File: config.mk
export PLATFORM = sky130hd
export DESIGN_NAME = json_record_serializer_core
export DESIGN_NICKNAME = d
export VERILOG_FILES = /design/src/hdl/jrs_pkg.sv /design/src/hdl/jrs_ctrl.sv /design/src/hdl/jrs_dp.sv /design/src/hdl/json_record_serializer_core.sv
export SDC_FILE = /design/constraint.sdc
export NUM_CORES = 1
export LEC_CHECK = 0
export ABC_AREA = 1
export ABC_CLOCK_PERIOD_IN_PS = 4300
export BUFFER_PORTS_ARGS = -buffer_cell sky130_fd_sc_hd__buf_2
export CORE_MARGIN = 2
export CORE_UTILIZATION = 47
export DETAILED_ROUTE_END_ITERATION = 7
export GPL_ROUTABILITY_DRIVEN = 0
export PLACE_DENSITY_LB_ADDON = 0.15
export SLEW_MARGIN = 15
export SYNTH_ARGS = -nofsm -noshare
export SYNTH_HDL_FRONTEND = slang
export SYNTH_SLANG_ARGS = --single-unit
File: constraint.sdc
create_clock -name clk_i -period 4.3 [get_ports clk_i]
set_input_delay 0.215 -clock clk_i [delete_from_list [all_inputs] [get_ports clk_i]]
set_output_delay 0.215 -clock clk_i [all_outputs]
set_load 0.03 [all_outputs]
File: src/hdl/jrs_pkg.sv
// Shared types, constants and character functions for the JSON record serializer.
// Used by jrs_ctrl, jrs_dp and json_record_serializer_core; depends on nothing.
package jrs_pkg;

  // Item kinds carried on the input tuser.
  localparam logic [1:0] KIND_HEADER = 2'd0;
  localparam logic [1:0] KIND_NAME   = 2'd1;
  localparam logic [1:0] KIND_ENDREC = 2'd2;
  localparam logic [1:0] KIND_ENDARR = 2'd3;

  localparam int IN_DATA_W = 72;
  localparam int NUM_W     = 32;
  localparam int BCD_DIGITS = 10;
  localparam logic [5:0] CONV_STEPS = 6'd32;
  localparam logic [3:0] DIG_TOP = 4'd9;

  localparam logic [7:0] CH_OPEN   = 8'h5B;  // [
  localparam logic [7:0] CH_CLOSE  = 8'h5D;  // ]
  localparam logic [7:0] CH_COMMA  = 8'h2C;
  localparam logic [7:0] CH_QUOTE  = 8'h22;
  localparam logic [7:0] CH_BRACE  = 8'h7D;  // }
  localparam logic [7:0] CH_BSLASH = 8'h5C;
  localparam logic [7:0] CH_ZERO   = 8'h30;
  localparam logic [7:0] CH_U      = 8'h75;

  // All fixed fragments of a header, back to back.
  localparam int TXT_LEN = 41;
  localparam logic [TXT_LEN*8-1:0] TXT_ROM =
    "{\"id\":,\"flag\":truefalse,\"value\":,\"name\":\"";

  localparam logic [5:0] ROM_OBJ   = 6'd0;
  localparam logic [5:0] ROM_FLAG  = 6'd6;
  localparam logic [5:0] ROM_TRUE  = 6'd14;
  localparam logic [5:0] ROM_FALSE = 6'd18;
  localparam logic [5:0] ROM_VALUE = 6'd23;
  localparam logic [5:0] ROM_NAME  = 6'd32;

  typedef enum logic [1:0] {
    SRC_CHAR,
    SRC_ROM,
    SRC_DIGIT,
    SRC_ESC
  } src_e;

  typedef struct packed {
    logic       emit;
    src_e       src;
    logic [7:0] ch;
    logic       last;
    logic       latch;
    logic       esc_from_in;
    logic       esc_init;
    logic       esc_step;
    logic       rom_load;
    logic [5:0] rom_addr;
    logic       rom_step;
    logic       conv_start;
    logic       conv_sel_id;
    logic       dig_step;
  } cmd_t;

  typedef struct packed {
    logic out_free;
    logic in_plain;
    logic rom_seg_end;
    logic conv_done;
    logic dig_skip;
    logic dig_last;
    logic esc_last;
    logic id_div3;
  } sts_t;

  function automatic logic [7:0] txt_byte(input logic [5:0] a);
    logic [7:0] b;
    b = 8'h00;
    if (int'(a) < TXT_LEN) begin
      b = TXT_ROM[(TXT_LEN - 1 - int'(a))*8 +: 8];
    end
    return b;
  endfunction

  function automatic logic is_seg_end(input logic [5:0] a);
    return (a == ROM_FLAG - 6'd1) || (a == ROM_TRUE - 6'd1) || (a == ROM_FALSE - 6'd1) ||
           (a == ROM_VALUE - 6'd1) || (a == ROM_NAME - 6'd1) ||
           (a == 6'(TXT_LEN - 1));
  endfunction

  function automatic logic [7:0] hex_char(input logic [3:0] d);
    return (d < 4'd10) ? (8'h30 + {4'd0, d}) : (8'h57 + {4'd0, d});
  endfunction

  // Number of output bytes for one name byte: 1 plain, 2 short escape, 6 \u00xx.
  function automatic logic [2:0] esc_len(input logic [7:0] c);
    logic [2:0] n;
    case (c)
      CH_QUOTE, CH_BSLASH, 8'h08, 8'h0C, 8'h0A, 8'h0D, 8'h09: n = 3'd2;
      default: n = (c <= 8'h1F) ? 3'd6 : 3'd1;
    endcase
    return n;
  endfunction

  function automatic logic [7:0] esc_code(input logic [7:0] c);
    logic [7:0] b;
    case (c)
      CH_QUOTE:  b = CH_QUOTE;
      CH_BSLASH: b = CH_BSLASH;
      8'h08:     b = "b";
      8'h0C:     b = "f";
      8'h0A:     b = "n";
      8'h0D:     b = "r";
      default:   b = "t";
    endcase
    return b;
  endfunction

  function automatic logic [7:0] esc_byte(input logic [7:0] c, input logic [2:0] idx);
    logic [2:0] n;
    logic [7:0] b;
    n = esc_len(c);
    if (idx == 3'd0) begin
      b = (n == 3'd1) ? c : CH_BSLASH;
    end else if (n == 3'd2) begin
      b = esc_code(c);
    end else begin
      case (idx)
        3'd1:       b = CH_U;
        3'd2, 3'd3: b = CH_ZERO;
        3'd4:       b = hex_char(c[7:4]);
        default:    b = hex_char(c[3:0]);
      endcase
    end
    return b;
  endfunction

endpackage

File: src/hdl/jrs_ctrl.sv
// Controller state machine of the JSON record serializer.
// Sequences the output bytes of each item; depends on jrs_pkg.
module jrs_ctrl (
  input  logic          clk_i,
  input  logic          rst_ni,
  input  logic          s_tvalid_i,
  input  logic [1:0]    kind_i,
  output logic          s_tready_o,
  input  jrs_pkg::sts_t sts_i,
  output jrs_pkg::cmd_t cmd_o
);
  import jrs_pkg::*;

  localparam logic [3:0] ST_IDLE   = 4'd0;
  localparam logic [3:0] ST_OBJ    = 4'd1;
  localparam logic [3:0] ST_IDDIG  = 4'd2;
  localparam logic [3:0] ST_FLAG   = 4'd3;
  localparam logic [3:0] ST_BOOL   = 4'd4;
  localparam logic [3:0] ST_VAL    = 4'd5;
  localparam logic [3:0] ST_VALDIG = 4'd6;
  localparam logic [3:0] ST_NAME   = 4'd7;
  localparam logic [3:0] ST_ESC    = 4'd8;
  localparam logic [3:0] ST_ENDREC = 4'd9;
  localparam logic [3:0] ST_ENDARR = 4'd10;

  logic [3:0] state_q, state_d;
  logic       seen_q, seen_d;
  cmd_t       cmd;

  always_comb begin
    state_d    = state_q;
    seen_d     = seen_q;
    cmd        = '0;
    cmd.src    = SRC_CHAR;
    s_tready_o = 1'b0;
    case (state_q)
      ST_IDLE: begin
        s_tready_o = sts_i.out_free;
        if (s_tvalid_i && sts_i.out_free) begin
          cmd.emit  = 1'b1;
          cmd.latch = 1'b1;
          case (kind_i)
            KIND_HEADER: begin
              cmd.ch          = seen_q ? CH_COMMA : CH_OPEN;
              cmd.rom_load    = 1'b1;
              cmd.rom_addr    = ROM_OBJ;
              cmd.conv_start  = 1'b1;
              cmd.conv_sel_id = 1'b1;
              seen_d          = 1'b1;
              state_d         = ST_OBJ;
            end
            KIND_NAME: begin
              cmd.src         = SRC_ESC;
              cmd.esc_from_in = 1'b1;
              cmd.esc_init    = 1'b1;
              cmd.last        = sts_i.in_plain;
              if (!sts_i.in_plain) begin
                state_d = ST_ESC;
              end
            end
            KIND_ENDREC: begin
              cmd.ch  = CH_QUOTE;
              state_d = ST_ENDREC;
            end
            default: begin
              if (seen_q) begin
                cmd.ch   = CH_CLOSE;
                cmd.last = 1'b1;
                seen_d   = 1'b0;
              end else begin
                cmd.ch  = CH_OPEN;
                state_d = ST_ENDARR;
              end
            end
          endcase
        end
      end
      ST_OBJ, ST_FLAG, ST_BOOL, ST_VAL, ST_NAME: begin
        if (sts_i.out_free) begin
          cmd.emit     = 1'b1;
          cmd.src      = SRC_ROM;
          cmd.rom_step = 1'b1;
          if (sts_i.rom_seg_end) begin
            case (state_q)
              ST_OBJ:  state_d = ST_IDDIG;
              ST_FLAG: begin
                cmd.rom_load = 1'b1;
                cmd.rom_addr = sts_i.id_div3 ? ROM_TRUE : ROM_FALSE;
                state_d      = ST_BOOL;
              end
              ST_BOOL: begin
                cmd.rom_load = 1'b1;
                cmd.rom_addr = ROM_VALUE;
                state_d      = ST_VAL;
              end
              ST_VAL:  state_d = ST_VALDIG;
              default: begin
                cmd.last = 1'b1;
                state_d  = ST_IDLE;
              end
            endcase
          end
        end
      end
      ST_IDDIG, ST_VALDIG: begin
        if (sts_i.conv_done) begin
          if (sts_i.dig_skip) begin
            cmd.dig_step = 1'b1;
          end else if (sts_i.out_free) begin
            cmd.emit     = 1'b1;
            cmd.src      = SRC_DIGIT;
            cmd.dig_step = 1'b1;
            if (sts_i.dig_last) begin
              cmd.rom_load = 1'b1;
              if (state_q == ST_IDDIG) begin
                cmd.rom_addr   = ROM_FLAG;
                cmd.conv_start = 1'b1;
                state_d        = ST_FLAG;
              end else begin
                cmd.rom_addr = ROM_NAME;
                state_d      = ST_NAME;
              end
            end
          end
        end
      end
      ST_ESC: begin
        if (sts_i.out_free) begin
          cmd.emit     = 1'b1;
          cmd.src      = SRC_ESC;
          cmd.esc_step = 1'b1;
          cmd.last     = sts_i.esc_last;
          if (sts_i.esc_last) begin
            state_d = ST_IDLE;
          end
        end
      end
      ST_ENDREC, ST_ENDARR: begin
        if (sts_i.out_free) begin
          cmd.emit = 1'b1;
          cmd.ch   = (state_q == ST_ENDREC) ? CH_BRACE : CH_CLOSE;
          cmd.last = 1'b1;
          state_d  = ST_IDLE;
        end
      end
      default: begin
        state_d = ST_IDLE;
      end
    endcase
  end

  assign cmd_o = cmd;

  always_ff @(posedge clk_i or negedge rst_ni) begin
    if (!rst_ni) begin
      state_q <= ST_IDLE;
      seen_q  <= 1'b0;
    end else begin
      state_q <= state_d;
      seen_q  <= seen_d;
    end
  end

endmodule

File: src/hdl/jrs_dp.sv
// Datapath of the JSON record serializer: item registers, bit-serial decimal
// converter, fragment and escape byte selection, output register. Depends on jrs_pkg.
module jrs_dp (
  input  logic                          clk_i,
  input  logic                          rst_ni,
  input  logic [jrs_pkg::IN_DATA_W-1:0] s_tdata_i,
  input  jrs_pkg::cmd_t                 cmd_i,
  output jrs_pkg::sts_t                 sts_o,
  output logic                          m_tvalid_o,
  input  logic                          m_tready_i,
  output logic [7:0]                    m_tdata_o,
  output logic                          m_tlast_o
);
  import jrs_pkg::*;

  logic [NUM_W-1:0]        in_id, in_value;
  logic [7:0]              in_name;
  logic [NUM_W-1:0]        value_q;
  logic [7:0]              name_q;
  logic [5:0]              rom_ptr_q;
  logic [2:0]              esc_idx_q;
  logic [NUM_W-1:0]        bin_q;
  logic [BCD_DIGITS*4-1:0] bcd_q, bcd_adj;
  logic [5:0]              cnt_q;
  logic                    conv_id_q;
  logic [1:0]              mod3_q, mod3_d;
  logic [3:0]              dig_idx_q;
  logic                    started_q;
  logic [3:0]              digit;
  logic [7:0]              esc_src;
  logic [2:0]              esc_idx;
  logic [7:0]              byte_d;
  logic                    out_valid_q;
  logic [7:0]              byte_q;
  logic                    last_q;
  logic                    out_free;
  logic                    busy;

  assign in_id    = s_tdata_i[NUM_W-1:0];
  assign in_value = s_tdata_i[2*NUM_W-1:NUM_W];
  assign in_name  = s_tdata_i[2*NUM_W+7:2*NUM_W];

  assign busy     = (cnt_q != 6'd0);
  assign out_free = !out_valid_q || m_tready_i;
  assign digit    = bcd_q[{dig_idx_q, 2'b00} +: 4];
  assign esc_src  = cmd_i.esc_from_in ? in_name : name_q;
  assign esc_idx  = cmd_i.esc_from_in ? 3'd0 : esc_idx_q;

  // Add-3 correction of every BCD digit before the shift.
  always_comb begin
    for (int i = 0; i < BCD_DIGITS; i++) begin
      bcd_adj[i*4 +: 4] = (bcd_q[i*4 +: 4] >= 4'd5) ? (bcd_q[i*4 +: 4] + 4'd3)
                                                     : bcd_q[i*4 +: 4];
    end
  end

  always_comb begin
    case ({mod3_q, bin_q[NUM_W-1]})
      3'b000, 3'b011: mod3_d = 2'd0;
      3'b001, 3'b100: mod3_d = 2'd1;
      default:        mod3_d = 2'd2;
    endcase
  end

  always_comb begin
    case (cmd_i.src)
      SRC_ROM:   byte_d = txt_byte(rom_ptr_q);
      SRC_DIGIT: byte_d = CH_ZERO + {4'd0, digit};
      SRC_ESC:   byte_d = esc_byte(esc_src, esc_idx);
      default:   byte_d = cmd_i.ch;
    endcase
  end

  always_comb begin
    sts_o             = '0;
    sts_o.out_free    = out_free;
    sts_o.in_plain    = (esc_len(in_name) == 3'd1);
    sts_o.rom_seg_end = is_seg_end(rom_ptr_q);
    sts_o.conv_done   = !busy;
    sts_o.dig_skip    = !started_q && (digit == 4'd0) && (dig_idx_q != 4'd0);
    sts_o.dig_last    = (dig_idx_q == 4'd0);
    sts_o.esc_last    = (esc_idx_q == esc_len(name_q) - 3'd1);
    sts_o.id_div3     = (mod3_q == 2'd0);
  end

  // Payload and datapath registers.
  always_ff @(posedge clk_i) begin
    if (cmd_i.latch) begin
      value_q <= in_value;
      name_q  <= in_name;
    end
    if (cmd_i.rom_load) begin
      rom_ptr_q <= cmd_i.rom_addr;
    end else if (cmd_i.rom_step) begin
      rom_ptr_q <= rom_ptr_q + 6'd1;
    end
    if (cmd_i.esc_init) begin
      esc_idx_q <= 3'd1;
    end else if (cmd_i.esc_step) begin
      esc_idx_q <= esc_idx_q + 3'd1;
    end
    if (cmd_i.conv_start) begin
      bin_q     <= cmd_i.conv_sel_id ? in_id : value_q;
      bcd_q     <= '0;
      conv_id_q <= cmd_i.conv_sel_id;
      if (cmd_i.conv_sel_id) begin
        mod3_q <= 2'd0;
      end
      dig_idx_q <= DIG_TOP;
      started_q <= 1'b0;
    end else begin
      if (busy) begin
        {bcd_q, bin_q} <= {bcd_adj[BCD_DIGITS*4-2:0], bin_q, 1'b0};
        if (conv_id_q) begin
          mod3_q <= mod3_d;
        end
      end
      if (cmd_i.dig_step) begin
        dig_idx_q <= dig_idx_q - 4'd1;
        started_q <= started_q || (digit != 4'd0);
      end
    end
    if (cmd_i.emit) begin
      byte_q <= byte_d;
      last_q <= cmd_i.last;
    end
  end

  // Control registers: converter step count and output valid.
  always_ff @(posedge clk_i or negedge rst_ni) begin
    if (!rst_ni) begin
      cnt_q       <= 6'd0;
      out_valid_q <= 1'b0;
    end else begin
      if (cmd_i.conv_start) begin
        cnt_q <= CONV_STEPS;
      end else if (busy) begin
        cnt_q <= cnt_q - 6'd1;
      end
      if (cmd_i.emit) begin
        out_valid_q <= 1'b1;
      end else if (m_tready_i) begin
        out_valid_q <= 1'b0;
      end
    end
  end

  assign m_tvalid_o = out_valid_q;
  assign m_tdata_o  = byte_q;
  assign m_tlast_o  = last_q;

endmodule

File: src/hdl/json_record_serializer_core.sv
// Top level of the JSON record serializer: controller and datapath joined by
// command and status structs. Depends on jrs_pkg, jrs_ctrl and jrs_dp.
//
// The block turns a stream of record items into the bytes of a JSON array, one
// byte per output transfer, with tlast on the final byte produced by each input
// item. The first byte of an item is loaded into the output register at the edge
// that accepts its input transfer and is offered from the next cycle on. A new
// item is taken while the previous byte is leaving the output register, so plain
// name bytes pass at one per cycle while the output does not stall. An escaped
// name byte gives 2 or 6 bytes, an end of record 2 bytes and an end of array 1
// or 2 bytes. Each of the two numbers of a record header goes through a
// bit-serial binary-to-decimal converter, the id conversion starting when the
// header is accepted and the value conversion when the last id digit is sent.
// The controller then steps through each of the ten digit positions, skipping
// leading zeros and sending the rest, and sends every text byte in turn. The id
// mod 3 test rides along with the id conversion. Output stalls hold the byte
// sequence where it is while a running conversion carries on.
module json_record_serializer_core (
  input  logic        clk_i,
  input  logic        rst_ni,
  input  logic        s_tvalid_i,
  output logic        s_tready_o,
  // record_id [31:0], record_value [63:32], name_byte [71:64]
  input  logic [71:0] s_tdata_i,
  // kind [1:0]
  input  logic [1:0]  s_tuser_i,
  output logic        m_tvalid_o,
  input  logic        m_tready_i,
  // text_byte [7:0]
  output logic [7:0]  m_tdata_o,
  // last_of_run
  output logic        m_tlast_o
);
  import jrs_pkg::*;

  cmd_t cmd;
  sts_t sts;

  // The controller decides which byte goes out next and when.
  jrs_ctrl u_ctrl (
    .clk_i      (clk_i),
    .rst_ni     (rst_ni),
    .s_tvalid_i (s_tvalid_i),
    .kind_i     (s_tuser_i),
    .s_tready_o (s_tready_o),
    .sts_i      (sts),
    .cmd_o      (cmd)
  );

  // The datapath holds the item, converts numbers and forms the bytes.
  jrs_dp u_dp (
    .clk_i      (clk_i),
    .rst_ni     (rst_ni),
    .s_tdata_i  (s_tdata_i),
    .cmd_i      (cmd),
    .sts_o      (sts),
    .m_tvalid_o (m_tvalid_o),
    .m_tready_i (m_tready_i),
    .m_tdata_o  (m_tdata_o),
    .m_tlast_o  (m_tlast_o)
  );

  // An input transfer only happens when the output register can take a byte.
  a_accept_room: assert property (@(posedge clk_i) disable iff (!rst_ni)
    (s_tvalid_i && s_tready_o) |-> (!m_tvalid_o || m_tready_i))
    else $error("input accepted while output register is blocked");

  // Every accepted item puts its first byte out in the next cycle.
  a_first_byte: assert property (@(posedge clk_i) disable iff (!rst_ni)
    (s_tvalid_i && s_tready_o) |=> m_tvalid_o)
    else $error("accepted item produced no first byte");

  // A name byte of 0x20 or above, other than quote and backslash, is copied through as a single closing byte.
  a_plain_name: assert property (@(posedge clk_i) disable iff (!rst_ni)
    (s_tvalid_i && s_tready_o && (s_tuser_i == KIND_NAME) &&
     (s_tdata_i[71:64] >= 8'h20) && (s_tdata_i[71:64] != CH_QUOTE) &&
     (s_tdata_i[71:64] != CH_BSLASH))
    |=> (m_tlast_o && (m_tdata_o == $past(s_tdata_i[71:64]))))
    else $error("plain name byte not passed through");

endmodule
==> impl_metrics.yaml <==
setup_path:
  ff_to_ff_path_depth: 10
  r2r-end: "u_dp.m_tvalid_o"
  highest_delay_cell_along_the_critical_path: "dfxtp_1"
  worstPathCellList: "inv_2 > o21ai_0 > nand3_1 > nand3_1 > nand2_1 > nor2_1 > nand3_1 > nand2_2 > nand4_1 > or2_1"
  worst_setup_path_endpoint: "u_dp.m_tvalid_o"
  end_kind: "register"
  path_class: "register to register"
  critical_path.startpoint_type: "register"
  path_common_cell: "nand3_1"
  crit_arrival_ps: 3390
  timing.critical_path.from: "u_dp.dig_idx_q[0]"
  r2r-start: "u_dp.dig_idx_q[0]"
  crit_path_max_fanout: 30
  rrSetupSlack_ps: 1220
  worstPathRequired_ps: 4610
  slowest_delay_ps: 890
clock_network:
  clock_tree.buffer_depth: 2
  cts-hold-fix-buffers: 36
  worst_setup_hold_path_clk_slew_ps: 70
  clk-insertion-delay-late_ps: 430
  tritoncts.num_buffers: 17
  cts-htree-levels: 4
  post_cts.repair.setup_buffers: 0
  clock-root-buffer: "clkbuf_16"
  clock_sink_count: 150
  tritoncts: "yes"
  ctsResizeCount: 0
timing:
  timing.final.crit_share_pct: 71.51
  grt_setup_unrepaired: "false"
  max_clock_freq_mhz: 325.2
  max_slew.worst_pin.slew_ps: 873.7
  finalSetupViolations: 0
  post-route-min-period_ps: 3075
  report.final.slew_viol_count: 0
  final_setup_skew_ps: 10.29
  tns_ps: 0
  finalHoldViolations: 0
  worst_slew_margin_relative_to_its_limit_pct: 41.68
  final.setup.worst_slack_ps: 1225
  hold-worst-slack_ps: 30.17
die:
  boundaryPins: 89
  start_util_pct: 47.51
  row_count: 52
  die_y_um: 146.3
  chipWidth_um: 146.3
  floorplan.core_area_um2: 20040
  design.die.area_um2: 21410
logic_synthesis:
  synthesis.area_per_instance_um2: 7.604
  instance_count_of_the_mapped_netlist: 1252
  synth_sequential_area_ratio_pct: 41.63
  synthesized_nets: 1364
  netlist_top_cells_area: "edfxtp_1 28%, nand2_1 11%, dfxtp_1 10%, nor2_1 5.6%, nand3_1 5.5%"
  synth-edff-count: 90
  synth_flop_cell: "edfxtp_1"
  yosys_warnings: 0
  synth.ff_latch_count: 150
  synth_cell_type_count: 50
  count_leader_synth: "nand2_1"
  ys_top_cells_by_count: "291 x nand2_1, 141 x nor2_1, 125 x inv_1"
  synth_async_reset_ratio_pct: 8.000
  netlist.area_leader.share_pct: 28.39
  synthDominantAreaCellType: "edfxtp_1"
  netlist_area_um2: 9520
detailed_routing:
  route.met3.wl_um: 967
  dr.pass1.iters: 7
  final_antenna_net_count: 0
  drt-vias-per-instance: 5.207
  highest_signal_layer_in_the_routed_design: "met4"
  first_iter_violations: 484
  route.met2.wl_mm: 9.880
  route.vias.total: 8571
  wl_per_cell_um: 13.59
  drt-met1-wl_mm: 11.20
  detail_route.drc_violations: 0
  wirelength_mm: 22.37
finish:
  layout-area-overhead-vs-synth_pct: 16.26
  post_route_cells_drive_above_1_share_pct: 15.13
  nNetsFinal: 1474
  fin_area_um2: 11070
pwr:
  static_leakage_nw: 5.051
  ir_drop_mv: 0.3299
  power.share.combinational_pct: 49.3
  power.density_nw_per_um2: 748.1
  power.sequential.fraction_pct: 32.7
  power_switching_share_pct: 45.39
  power_report.internal_total_mw: 4.521
  power_switching_mw: 3.759
  clockPowerShare_pct: 18.0
placement:
  place.port_buffers: 88
  pre_cts_slack_ps: 1274
  place.detailed.hpwl_mm: 15.63
  place_area_um2: 10120
global_route:
  grt_start_max_net_pins: 57
  grt_pass1_wl_mm: 37.35
  vias_in_the_first_global_route: 7816
  gr-total-overflow: 0
  grt_util_all_layers_pct: 21.07
  number_of_antenna_violations_at_the_first_check_in_global_routing: 1
status:
  run_status: "finished clean"
min_path:
  timing.hold.worst.class: "primary input to register"
run:
  cap_viol_max_count: 0
final cells by class:
class | instances | area, um2
Antenna cell | 1 | 2.502
Fill cell | 1943 | 8971
Inverter | 144 | 541.8
Clock buffer | 17 | 425.4
Multi-Input combinational cell | 916 | 4768
Timing Repair Buffer | 133 | 868.3
Clock inverter | 15 | 160.2
Tap cell | 270 | 337.8
Sequential cell | 150 | 3964
worst min path at each step:
stage | startpoint | endpoint | cells past startpoint
global placement | rst_ni | u_dp.cnt_q[1] | 1
global route | s_tdata_i[67] | u_dp.name_q[3] | 1
CTS | s_tdata_i[66] | u_dp.name_q[2] | 1
detailed placement | rst_ni | u_dp.cnt_q[1] | 1
floorplan | rst_ni | u_ctrl.seen_q | 0
finish | s_tdata_i[67] | u_dp.name_q[3] | 1
worst max-delay path, delay by kind of cell (launching register included):
family | cells | cell delay [ps]
and+or+nand+nor | 8 | 1540
DFF | 1 | 890
buffers and inverters | 1 | 290
AOI/OAI and AO/OA | 1 | 250
routing by layer:
| metal | track usage [%] | up-vias |
|---|---|---|
| met5 | 0 | - |
| met4 | 6.408 | 0 |
| met3 | 3.063 | 28 |
| met2 | 32.92 | 202 |
| met1 | 30.42 | 3899 |
| li1 | - | 4442 |
logic make-up (layout without fill, tap and decap cells):
family          Yosys count  count (layout)  share of synthesized area (%)
simple gates            619             619                          29.11
compound gates          248             248                          15.05
buf+inv                 186             309                          8.280
flops                   150             150                          41.63
fa+ha+maj                34              34                          4.468
xor+xnor                 15              15                          1.459
other cells               0               1                              0
power groups by stage:
stage,sequential [mW],clock (mW),combinational [mW]
after floorplan,2.64,0,3.21
after global placement,2.72,0,3.98
after detailed placement,2.72,0,4.01
after CTS,2.70,1.52,4.07
after global routing,2.79,1.58,4.70
final,2.70,1.49,4.08
state kept, by name, summed over array words and instances, names as in the netlist, 2 cells and up:
signal,count
u_dp.dig_idx_q,4
u_dp.rom_ptr_q,6
u_dp.esc_idx_q,3
u_dp.mod3_q,2
u_ctrl.state_q,4
u_dp.value_q,32
u_dp.bin_q,32
u_dp.name_q,8
u_dp.m_tdata_o,8
u_dp.bcd_q,40
u_dp.cnt_q,6
metrics by stage:
step | util [%] | total power, mW | instances
5_1_grt | 55.22 | 9.063 | 1645
2_1_floorplan | - | 5.849 | 1252
3_5_place_dp | 50.50 | 6.736 | 1577
6_report | 55.23 | 8.280 | 1646
3_3_place_gp | 50.50 | 6.698 | 1577
4_1_cts | 55.22 | 8.287 | 1645
layout by cell type, fill, tap and decap left out, drive strengths merged, types with 17 or more instances in the layout:
cell type and count:
nand2 315, nor2 162, inv 151, nand3 108, buf 97, edfxtp 90, o21ai 89, a21oi 72
dfxtp 48, a31oi 44, dlygate4sd3 36, ha 34, a211oi 21, clkbuf 17
Power figures use the tool's default switching activity.
